## config.mk

```make
export PLATFORM = sky130hd
export DESIGN_NAME = command_packet_deframer_top
export DESIGN_NICKNAME = d
export VERILOG_FILES = /design/src/rtl/cpd_pkg.sv /design/src/rtl/command_packet_deframer_top.sv /design/src/rtl/cpd_csr.sv /design/src/rtl/cpd_parser.sv /design/src/rtl/cpd_out.sv
export SDC_FILE = /design/constraint.sdc
export NUM_CORES = 1
export LEC_CHECK = 0
export BUFFER_PORTS_ARGS = -buffer_cell sky130_fd_sc_hd__buf_2
export CAP_MARGIN = 0
export CORE_MARGIN = 2
export CORE_UTILIZATION = 55
export DETAILED_ROUTE_END_ITERATION = 8
export PLACE_DENSITY = 0.74
export SLEW_MARGIN = 20
export SYNTH_ARGS = -nofsm -noshare
export SYNTH_HDL_FRONTEND = slang
export SYNTH_HIERARCHICAL = 1
export SYNTH_SLANG_ARGS = --single-unit
```

## constraint.sdc

```tcl
create_clock -name clock -period 3.2 [get_ports clock]
set_input_delay 0.48 -clock clock [delete_from_list [all_inputs] [get_ports clock]]
set_output_delay 0.48 -clock clock [all_outputs]
set_load 0.01 [all_outputs]
```

## src/rtl/cpd_pkg.sv

```systemverilog
// Shared types and constants for the command packet deframer.
// No dependencies; imported by every module of the block.
package cpd_pkg;

   localparam int unsigned ByteWidth   = 8;
   localparam int unsigned CsrIdxWidth = 3;

   typedef logic [ByteWidth-1:0] byte_type;

   typedef enum logic [CsrIdxWidth-1:0] {
      CSR_HEADER  = 3'd0,
      CSR_QUERY   = 3'd1,
      CSR_CONTROL = 3'd2,
      CSR_OPEN    = 3'd3,
      CSR_CLOSE   = 3'd4
   } csr_idx_type;

   typedef enum logic [2:0] {
      STEP_HEADER   = 3'd0,
      STEP_ID       = 3'd1,
      STEP_LENGTH   = 3'd2,
      STEP_COMMAND  = 3'd3,
      STEP_DATA     = 3'd4,
      STEP_CHECKSUM = 3'd5
   } step_type;

   typedef enum logic [1:0] {
      CHARGE_NONE  = 2'd0,
      CHARGE_OPEN  = 2'd1,
      CHARGE_CLOSE = 2'd2
   } charge_type;

   typedef struct packed {
      byte_type header_code;
      byte_type query_code;
      byte_type control_code;
      byte_type open_code;
      byte_type close_code;
   } cfg_type;

   typedef struct packed {
      logic       packet_done;
      logic       checksum_ok;
      logic       query_request;
      byte_type   packet_id;
      logic [1:0] charge_command;
   } rsp_type;

endpackage

```

## src/rtl/command_packet_deframer_top.sv

```systemverilog
// Command packet deframer top level: config registers, parser, result register.
// Depends on cpd_pkg, cpd_csr, cpd_parser and cpd_out.
//
//   channel | ports                                  | handshake
//   --------+----------------------------------------+-------------------
//   req     | req_rx_byte                            | req_valid/req_ready
//   rsp     | rsp_packet_done .. rsp_charge_command  | rsp_valid/rsp_ready
//   csr     | csr_index, csr_wdata                   | csr_wr_en, no wait
//
// One word per cycle while req_ready is high; each word's result appears in the cycle after acceptance.
// The parse state updates in the same edge that accepts the word.
// req_ready is low only while a result waits and rsp_ready is low.
// Synchronous reset clears parse state, codes and the result valid.
module command_packet_deframer_top
   import cpd_pkg::*;
(
   input  logic                   clock,
   input  logic                   reset,
   input  logic                   req_valid,
   output logic                   req_ready,
   input  logic [7:0]             req_rx_byte,
   output logic                   rsp_valid,
   input  logic                   rsp_ready,
   output logic                   rsp_packet_done,
   output logic                   rsp_checksum_ok,
   output logic                   rsp_query_request,
   output logic [7:0]             rsp_packet_id,
   output logic [1:0]             rsp_charge_command,
   input  logic                   csr_wr_en,
   input  logic [CsrIdxWidth-1:0] csr_index,
   input  logic [7:0]             csr_wdata
);

   cfg_type cfg;
   rsp_type rsp_next;
   rsp_type rsp_q;
   logic    fire;
   logic    can_load;

   assign req_ready = can_load;
   assign fire      = req_valid && can_load;

   cpd_csr u_csr (
      .clock     (clock),
      .reset     (reset),
      .csr_wr_en (csr_wr_en),
      .csr_index (csr_index),
      .csr_wdata (csr_wdata),
      .cfg       (cfg)
   );

   cpd_parser u_parser (
      .clock   (clock),
      .reset   (reset),
      .cfg     (cfg),
      .fire    (fire),
      .rx_byte (req_rx_byte),
      .rsp     (rsp_next)
   );

   cpd_out u_out (
      .clock     (clock),
      .reset     (reset),
      .load      (fire),
      .rsp_data  (rsp_next),
      .rsp_ready (rsp_ready),
      .rsp_valid (rsp_valid),
      .can_load  (can_load),
      .rsp_q     (rsp_q)
   );

   assign rsp_packet_done    = rsp_q.packet_done;
   assign rsp_checksum_ok    = rsp_q.checksum_ok;
   assign rsp_query_request  = rsp_q.query_request;
   assign rsp_packet_id      = rsp_q.packet_id;
   assign rsp_charge_command = rsp_q.charge_command;

endmodule

```

## src/rtl/cpd_csr.sv

```systemverilog
// Configuration register file: five byte-wide codes, write only.
// Depends on cpd_pkg.
module cpd_csr
   import cpd_pkg::*;
(
   input  logic                   clock,
   input  logic                   reset,
   input  logic                   csr_wr_en,
   input  logic [CsrIdxWidth-1:0] csr_index,
   input  byte_type               csr_wdata,
   output cfg_type                cfg
);

   cfg_type cfg_ff, cfg_in;

   always_comb begin
      cfg_in = cfg_ff;
      if (csr_wr_en) begin
         case (csr_index)
            CSR_HEADER:  cfg_in.header_code  = csr_wdata;
            CSR_QUERY:   cfg_in.query_code   = csr_wdata;
            CSR_CONTROL: cfg_in.control_code = csr_wdata;
            CSR_OPEN:    cfg_in.open_code    = csr_wdata;
            CSR_CLOSE:   cfg_in.close_code   = csr_wdata;
            default:     cfg_in = cfg_ff;
         endcase
      end
   end

   always_ff @(posedge clock) begin
      if (reset) begin
         cfg_ff <= '0;
      end else begin
         cfg_ff <= cfg_in;
      end
   end

   assign cfg = cfg_ff;

endmodule

```

## src/rtl/cpd_parser.sv

```systemverilog
// Packet parse state and per-word result logic.
// Depends on cpd_pkg; state advances on each accepted word.
module cpd_parser
   import cpd_pkg::*;
(
   input  logic     clock,
   input  logic     reset,
   input  cfg_type  cfg,
   input  logic     fire,
   input  byte_type rx_byte,
   output rsp_type  rsp
);

   logic [2:0] step_ff, step_in;
   byte_type   id_ff, id_in;
   byte_type   len_ff, len_in;
   byte_type   cmd_ff, cmd_in;
   byte_type   sum_ff, sum_in;
   byte_type   count_ff, count_in;
   byte_type   first_ff, first_in;
   logic [1:0] charge_ff, charge_in;
   byte_type   count_inc;
   logic       sum_match;

   assign count_inc = count_ff + 8'd1;
   assign sum_match = (sum_ff == rx_byte);

   // next step
   always_comb begin
      step_in = step_ff;
      if (fire) begin
         case (step_ff)
            STEP_HEADER:   step_in = (rx_byte == cfg.header_code) ? STEP_ID : STEP_HEADER;
            STEP_ID:       step_in = STEP_LENGTH;
            STEP_LENGTH:   step_in = STEP_COMMAND;
            STEP_COMMAND:  step_in = (len_ff <= 8'd1) ? STEP_CHECKSUM : STEP_DATA;
            STEP_DATA:     step_in = (count_inc >= len_ff) ? STEP_CHECKSUM : STEP_DATA;
            STEP_CHECKSUM: step_in = STEP_HEADER;
            default:       step_in = STEP_HEADER;
         endcase
      end
   end

   // datapath and result
   always_comb begin
      id_in     = id_ff;
      len_in    = len_ff;
      cmd_in    = cmd_ff;
      sum_in    = sum_ff;
      count_in  = count_ff;
      first_in  = first_ff;
      charge_in = charge_ff;
      rsp       = '0;
      case (step_ff)
         STEP_ID:     id_in  = rx_byte;
         STEP_LENGTH: len_in = rx_byte;
         STEP_COMMAND: begin
            cmd_in   = rx_byte;
            sum_in   = rx_byte;
            count_in = 8'd1;
         end
         STEP_DATA: begin
            if (count_ff == 8'd1) begin
               first_in = rx_byte;
            end
            sum_in   = sum_ff + rx_byte;
            count_in = count_inc;
         end
         STEP_CHECKSUM: begin
            rsp.packet_done = 1'b1;
            if (sum_match) begin
               rsp.checksum_ok = 1'b1;
               if (cmd_ff == cfg.query_code) begin
                  rsp.query_request = 1'b1;
               end else if (cmd_ff == cfg.control_code && len_ff > 8'd1) begin
                  if (first_ff == cfg.open_code) begin
                     charge_in = CHARGE_OPEN;
                  end else if (first_ff == cfg.close_code) begin
                     charge_in = CHARGE_CLOSE;
                  end
               end
            end
            sum_in   = '0;
            count_in = '0;
         end
         default: ;
      endcase
      rsp.packet_id      = id_in;
      rsp.charge_command = charge_in;
   end

   always_ff @(posedge clock) begin
      if (reset) begin
         step_ff   <= STEP_HEADER;
         id_ff     <= '0;
         len_ff    <= '0;
         cmd_ff    <= '0;
         sum_ff    <= '0;
         count_ff  <= '0;
         first_ff  <= '0;
         charge_ff <= CHARGE_NONE;
      end else if (fire) begin
         step_ff   <= step_in;
         id_ff     <= id_in;
         len_ff    <= len_in;
         cmd_ff    <= cmd_in;
         sum_ff    <= sum_in;
         count_ff  <= count_in;
         first_ff  <= first_in;
         charge_ff <= charge_in;
      end
   end

   a_checksum_ends: assert property (@(posedge clock) disable iff (reset)
      fire && step_ff == STEP_CHECKSUM |=> step_ff == STEP_HEADER && sum_ff == '0)
      else $error("parser did not return to header after checksum word");

   a_short_length: assert property (@(posedge clock) disable iff (reset)
      fire && step_ff == STEP_COMMAND && len_ff <= 8'd1 |=> step_ff == STEP_CHECKSUM)
      else $error("short length did not skip to checksum");

   a_charge_held: assert property (@(posedge clock) disable iff (reset)
      !(fire && step_ff == STEP_CHECKSUM) |=> $stable(charge_ff))
      else $error("charge request changed outside a checksum word");

   a_charge_code: assert property (@(posedge clock) disable iff (reset)
      charge_ff != 2'd3)
      else $error("invalid charge request code");

endmodule

```

## src/rtl/cpd_out.sv

```systemverilog
// Result register with valid; frees the input side when no result waits or rsp_ready is high.
// Depends on cpd_pkg.
module cpd_out
   import cpd_pkg::*;
(
   input  logic    clock,
   input  logic    reset,
   input  logic    load,
   input  rsp_type rsp_data,
   input  logic    rsp_ready,
   output logic    rsp_valid,
   output logic    can_load,
   output rsp_type rsp_q
);

   logic    valid_ff, valid_in;
   rsp_type data_ff;

   assign can_load = !valid_ff || rsp_ready;

   always_comb begin
      valid_in = valid_ff;
      if (load) begin
         valid_in = 1'b1;
      end else if (rsp_ready) begin
         valid_in = 1'b0;
      end
   end

   always_ff @(posedge clock) begin
      if (reset) begin
         valid_ff <= 1'b0;
      end else begin
         valid_ff <= valid_in;
      end
   end

   always_ff @(posedge clock) begin
      if (load) begin
         data_ff <= rsp_data;
      end
   end

   assign rsp_valid = valid_ff;
   assign rsp_q     = data_ff;

   a_load_shows: assert property (@(posedge clock) disable iff (reset)
      load |=> valid_ff)
      else $error("loaded result not presented");

   a_ok_needs_done: assert property (@(posedge clock) disable iff (reset)
      valid_ff && data_ff.checksum_ok |-> data_ff.packet_done)
      else $error("checksum_ok without packet_done");

endmodule
```

# --- Word-level counts from Yosys, hierarchy flattened ---
# Cells that the tools add are included.
word_totals:
  regBits: 107
  in_bits: 24
  out_inout_bits: 15
  word_cells: 76
op_classes:
  addsub: 2
  order_cmp: 3
  n_eq_ne: 16
  muxes: 18
  reduce_logical: 18
ops:
  columns: ["cell", "count"]
  rows:
  - ["== test 8 bit", 6]
  - ["one-hot mux 8 bit (3 select lines)", 2]
  - ["AND reduction 2 bit", 9]
  - ["one-hot mux 3 bit (5 select lines)", 1]
  - ["two-way mux 2 bit", 7]
  - ["== test 3 x 2 -> 1 bit, second input constant", 4]
  - ["== test 3 bit, second input constant", 3]
  - ["adder 8 x 1 -> 8 bit, second input constant", 1]
  - ["adder 8 bit", 1]
  - ["== test 8 x 1 -> 1 bit, second input constant", 1]
  - ["greater-or-equal comparator 8 bit", 1]
  - ["greater-than comparator 8 x 1 -> 1 bit, second input constant", 1]
  - ["<= comparator 8 x 1 -> 1 bit, second input constant", 1]
  - ["two-way mux 8 bit", 1]
  - ["== test 3 x 1 -> 1 bit, second input constant", 2]
  - ["zero test 3 bit", 2]
  - ["two-way mux 1 bit", 6]
  - ["two-way mux 3 bit", 1]
  - ["AND reduction 3 bit", 1]
  - ["nonzero test 3 bit", 1]
  - ["logical AND 1 bit", 2]
  - ["nonzero test 2 bit", 1]
  - ["zero test 1 bit", 1]
  - ["logical OR 1 bit", 1]

# --- Longest topological paths before layout ---
logic_depth:
  word_depth: 7
  mapped_depth: 11
  ltp_nobuf: 9

# --- Cells and area by module ---
# The synthesis kept the hierarchy.
modules_own_cells:
  columns: ["mod", "instances", "cells_per_inst", "area_per_inst_um2", "seq_area_each_um2"]
  rows:
  - ["cpd_parser", 1, 387, 3240.6, 1061.0]
  - ["cpd_csr", 1, 146, 1627.8, 800.8]
  - ["cpd_out", 1, 17, 436.7, 410.4]
  - ["command_packet_deframer_top", 1, 1, 6.3, 0.0]

# --- Worst setup path before layout ---
# Ideal clock, no wire load.
synth_path:
  kind: "input to register"
  startpoint: "input rsp_ready"
  endpoint: "register u_parser.count_ff[3]"
  t_arrival_ns: 2.396
  required_time_ns: 3.072
  setup_slack_ns: 0.676
  cell_stages: 11
  cell_sequence: "nand2b_4 -> and2_1 -> buf_2 -> inv_1 -> or2_2 -> clkbuf_1 -> nand2_1 -> buf_2 -> o21ai_0 -> a21oi_1 -> nor2_1"
synth_between:
  elab_chain_len: 3
synth_rtl:
  columns: ["element", "line", "text"]
  rows:
  - ["from (decl)", "command_packet_deframer_top.sv:23", "input logic rsp_ready,"]
  - ["logical OR 1 bit", "cpd_out.sv:19", "assign can_load = !valid_ff || rsp_ready;"]
  - ["logical AND 1 bit", "command_packet_deframer_top.sv:41", "assign fire = req_valid && can_load;"]
  - ["named net fire", "command_packet_deframer_top.sv:37", "logic fire;"]
  - ["AND reduction 2 bit (no source line)", null, null]
  - ["to (signal assigned)", "cpd_parser.sv:108", "count_ff <= count_in;"]
  - ["to (decl)", "cpd_parser.sv:19", "byte_type count_ff, count_in;"]
# The timed path passes the listed nets, and every way through them passes these cells.
# A chain may end at the register's enable or synchronous reset.

==> summary.md <==
| Metric | Value |
|---|---|
| Status | completed |
| Post-DP HPWL | 8.95 mm |
| Delay-heaviest family, CP | simple AND/OR/NAND/NOR gates |
| CTS tree | built |
| Core footprint | 9280 µm² |
| Vias in the first global route | 3988 |
| Clock buffer depth | 2 |
| RSZ-0062 raised after global routing | no |
| DIE WIDTH | 102 µm |
| Die height | 102 µm |
| Worst-margin pin slew | 0.992 ns |
| End-of-flow core utilization | 0.622 |
| Startpoint Class | flop |
| Post-route ant nets | 0 |
| Htree depth | 3 |
| Post-CTS Setup Bufs | 0 |
| Pre-CTS setup slack | 0.490 ns |
| CP endpoint kind | flop |
| Endpoints failing setup | 0 |
| Largest net degree at the start of global routing | 45 |
| Multi-input gate area in the final layout | 2880 µm² |
| Number of synthesized flops with an enable pin | 13 |
| GPL Wtd Cong | 0.912 |
| CP required | 3.34 ns |
| Power Density | 413 nW/µm² |
| Syn nets | 593 |
| I/O Pins | 39 |
| Vias per inst | 5.57 |
| Max Slew Vio Count | 0 |
| Placed cell area | 5580 µm² |
| CP Class | reg -> reg |
| Met1 WL | 5.40 mm |
| Pre-antenna DRT Iters | 4 |
| WP buf/inv | 0 |
| Most used DFF post-synth | dfxtp_1 |
| Maximum VDD drop | 0.000203 V |
| Period utilisation layout | 0.742 |
| Total Power | 2380 µW |
| Syn Inst Count | 551 |
| Total grt overflow | 0 |
| Mapped Area | 5310 µm² |
| Post-cts sizing count | 0 |
| Area Growth Syn to Fin | 8.72% |
| Antenna violations before repair | 0 |
| Worst-path clk slew | 0.10 ns |
| Hold buffers post-CTS | 0 |
| Ys Warns | 6 |
| Max_cap viols | 0 |
| Worst-path cell chain | ha_1 > or4_1 > nor2_1 > nand3_1 > or4_4 > a21o_2 |
| Final instance area | 5770 µm² |
| Ranking of synthesized cells by area | dfxtp_1 35%, mux2i_1 11%, edfxtp_1 7.3%, xor2_1 6.1%, nand2b_1 6.0% |
| Distinct cells, synth | 53 |
| Clock root buffer | clkbuf_8 |
| FF+latch count, synth | 107 |
| Post-Syn Area per Cell | 9.64 µm² |
| Drt first-iter violations | 200 |
| Peak Freq | 421 MHz |
| Die area | 10500 µm² |
| Post-Route WL | 12.2 mm |
| Slowest Stage Delay on Critical Path | 0.52 ns |
| Worst-path maximum fanout | 4 |
| Max transition margin | 0.330 |
| Routed vias | 3967 |
| Routed met3 length | 579 µm |
| CTS sink count | 107 |
| Period minus WS final | 2.37 ns |
| FFs w/ async S/R, synth | 0 |
| Layout Nets | 620 |
| Antenna cell count | 0 |
| Setup TNS | 0 ns |
| Slowest-stage cell, CP | or4_1 |
| Initial Util | 0.572 |
| Critical path arrival | 2.51 ns |
| Worst min path class | in -> reg |
| Global Route Usage Sum | 0.250 |
| Num CTS Buffers | 9 |
| Seq/Total Area, Yosys | 0.428 |
| Leading area contributor after synthesis | dfxtp_1 |
| Leakage | 0.00263 µW |
| Drt drc | 0 |
| Register area | 2270 µm² |
| Fin worst setup slack | 0.826 ns |
| Layout cell share with drive strength beyond 1 | 0.127 |
| Port Buffer Count | 38 |
| Final hold viol count | 0 |
| Fill count | 844 |
| Met2 WL | 5.93 mm |
| First-pass GRT wire length | 19.9 mm |
| Yosys top cell area share | 0.354 |
| Top post-synthesis cells by count | 94 x dfxtp_1, 57 x mux2i_1, 51 x nand2b_1, 43 x nand2_1 |
| FP Rows | 35 |
| Final Skew | 0.0177 ns |
| Worst skew pair latency | 0.39 ns |
| Count leader, synth | dfxtp_1 |
| Highest Signal Layer | met4 |
| Wire per inst | 17.1 µm |
[layout make-up]
type | instances | area share
multi-input combinational | 404 | 0.498
sequential | 107 | 0.393
timing repair buffer | 42 | 0.0381
tap | 129 | 0.0280
clock buffer | 11 | 0.0264
inverter | 14 | 0.00910
clock inverter | 5 | 0.00693
[cell usage in the layout, fill, tap and decap left out, drive strengths merged, types with 2 or more instances in the layout]
| cell type | count |
|---|---|
| a211oi | 4 |
| a21o | 4 |
| a21oi | 31 |
| a221oi | 2 |
| a22oi | 3 |
| and2 | 4 |
| and3 | 4 |
| buf | 42 |
| clkbuf | 11 |
| dfxtp | 94 |
| edfxtp | 13 |
| ha | 17 |
| inv | 17 |
| mux2 | 8 |
| mux2i | 57 |
| nand2 | 43 |
| nand2b | 52 |
| nand3 | 7 |
| nand3b | 2 |
| nand4 | 4 |
| nand4bb | 3 |
| nor2 | 38 |
| nor2b | 5 |
| nor3 | 4 |
| nor3b | 3 |
| nor4 | 11 |
| o211a | 4 |
| o211ai | 3 |
| o21a | 2 |
| o21ai | 17 |
| o22ai | 3 |
| o41ai | 2 |
| or2 | 2 |
| or4 | 2 |
| xnor2 | 16 |
| xor2 | 37 |
[power breakdown]
| group | internal (µW) | switching [µW] |
|---|---|---|
| Combinational | 67.5 | 107 |
| Clock | 339 | 483 |
| Sequential | 1380 | 10.8 |
[worst paths after layout]
kind              slack (ns)                  to  cells after the start          startpoint
hold / removal          0.38     u_out/rsp_valid                      3           rsp_ready
setup / recovery        0.83      u_out/rsp_q[0]                      6  u_parser/sum_ff[1]
setup reg to reg        0.83      u_out/rsp_q[0]                      6  u_parser/sum_ff[1]
hold reg to reg         0.47  u_parser/len_ff[7]                      2  u_parser/len_ff[7]
[per-layer routing]
metal | up-vias | track usage
li1 | 1963 | -
met1 | 1889 | 0.322
met2 | 93 | 0.423
met3 | 22 | 0.0465
met4 | 0 | 0.0831
met5 | - | 0
[tightest hold or removal path: stages]
cell,delay [ns]
buf_2,0.07
nand2b_4,0.12
a21oi_2,0.05
[logic make-up after synthesis]
| kind of cell | Yosys count | synth area share |
|---|---|---|
| simple gates | 190 | 0.195 |
| flops | 107 | 0.428 |
| compound gates | 78 | 0.0912 |
| mux | 65 | 0.124 |
| xor+xnor | 53 | 0.0874 |
| buf+inv | 40 | 0.0309 |
| fa+ha+maj | 18 | 0.0438 |
[flip-flops by register name, indices dropped and copies added, names as in the netlist]
signal	cells
u_parser/count_ff	8
u_parser/step_ff	3
u_out/rsp_q	13
u_parser/sum_ff	8
u_csr/cfg	40
u_parser/id_ff	8
u_parser/cmd_ff	8
u_parser/charge_ff	2
u_parser/len_ff	8
u_parser/first_ff	8
u_out/rsp_valid	1
[metrics by stage]
step	hold WS [ns]	std cells
6_report	0.384	712
4_1_cts	0.380	712
3_5_place_dp	0.450	696
5_1_grt	0.378	712
3_3_place_gp	0.445	696
2_1_floorplan	0.436	551
No activity file was read; power rests on OpenSTA's default activity.
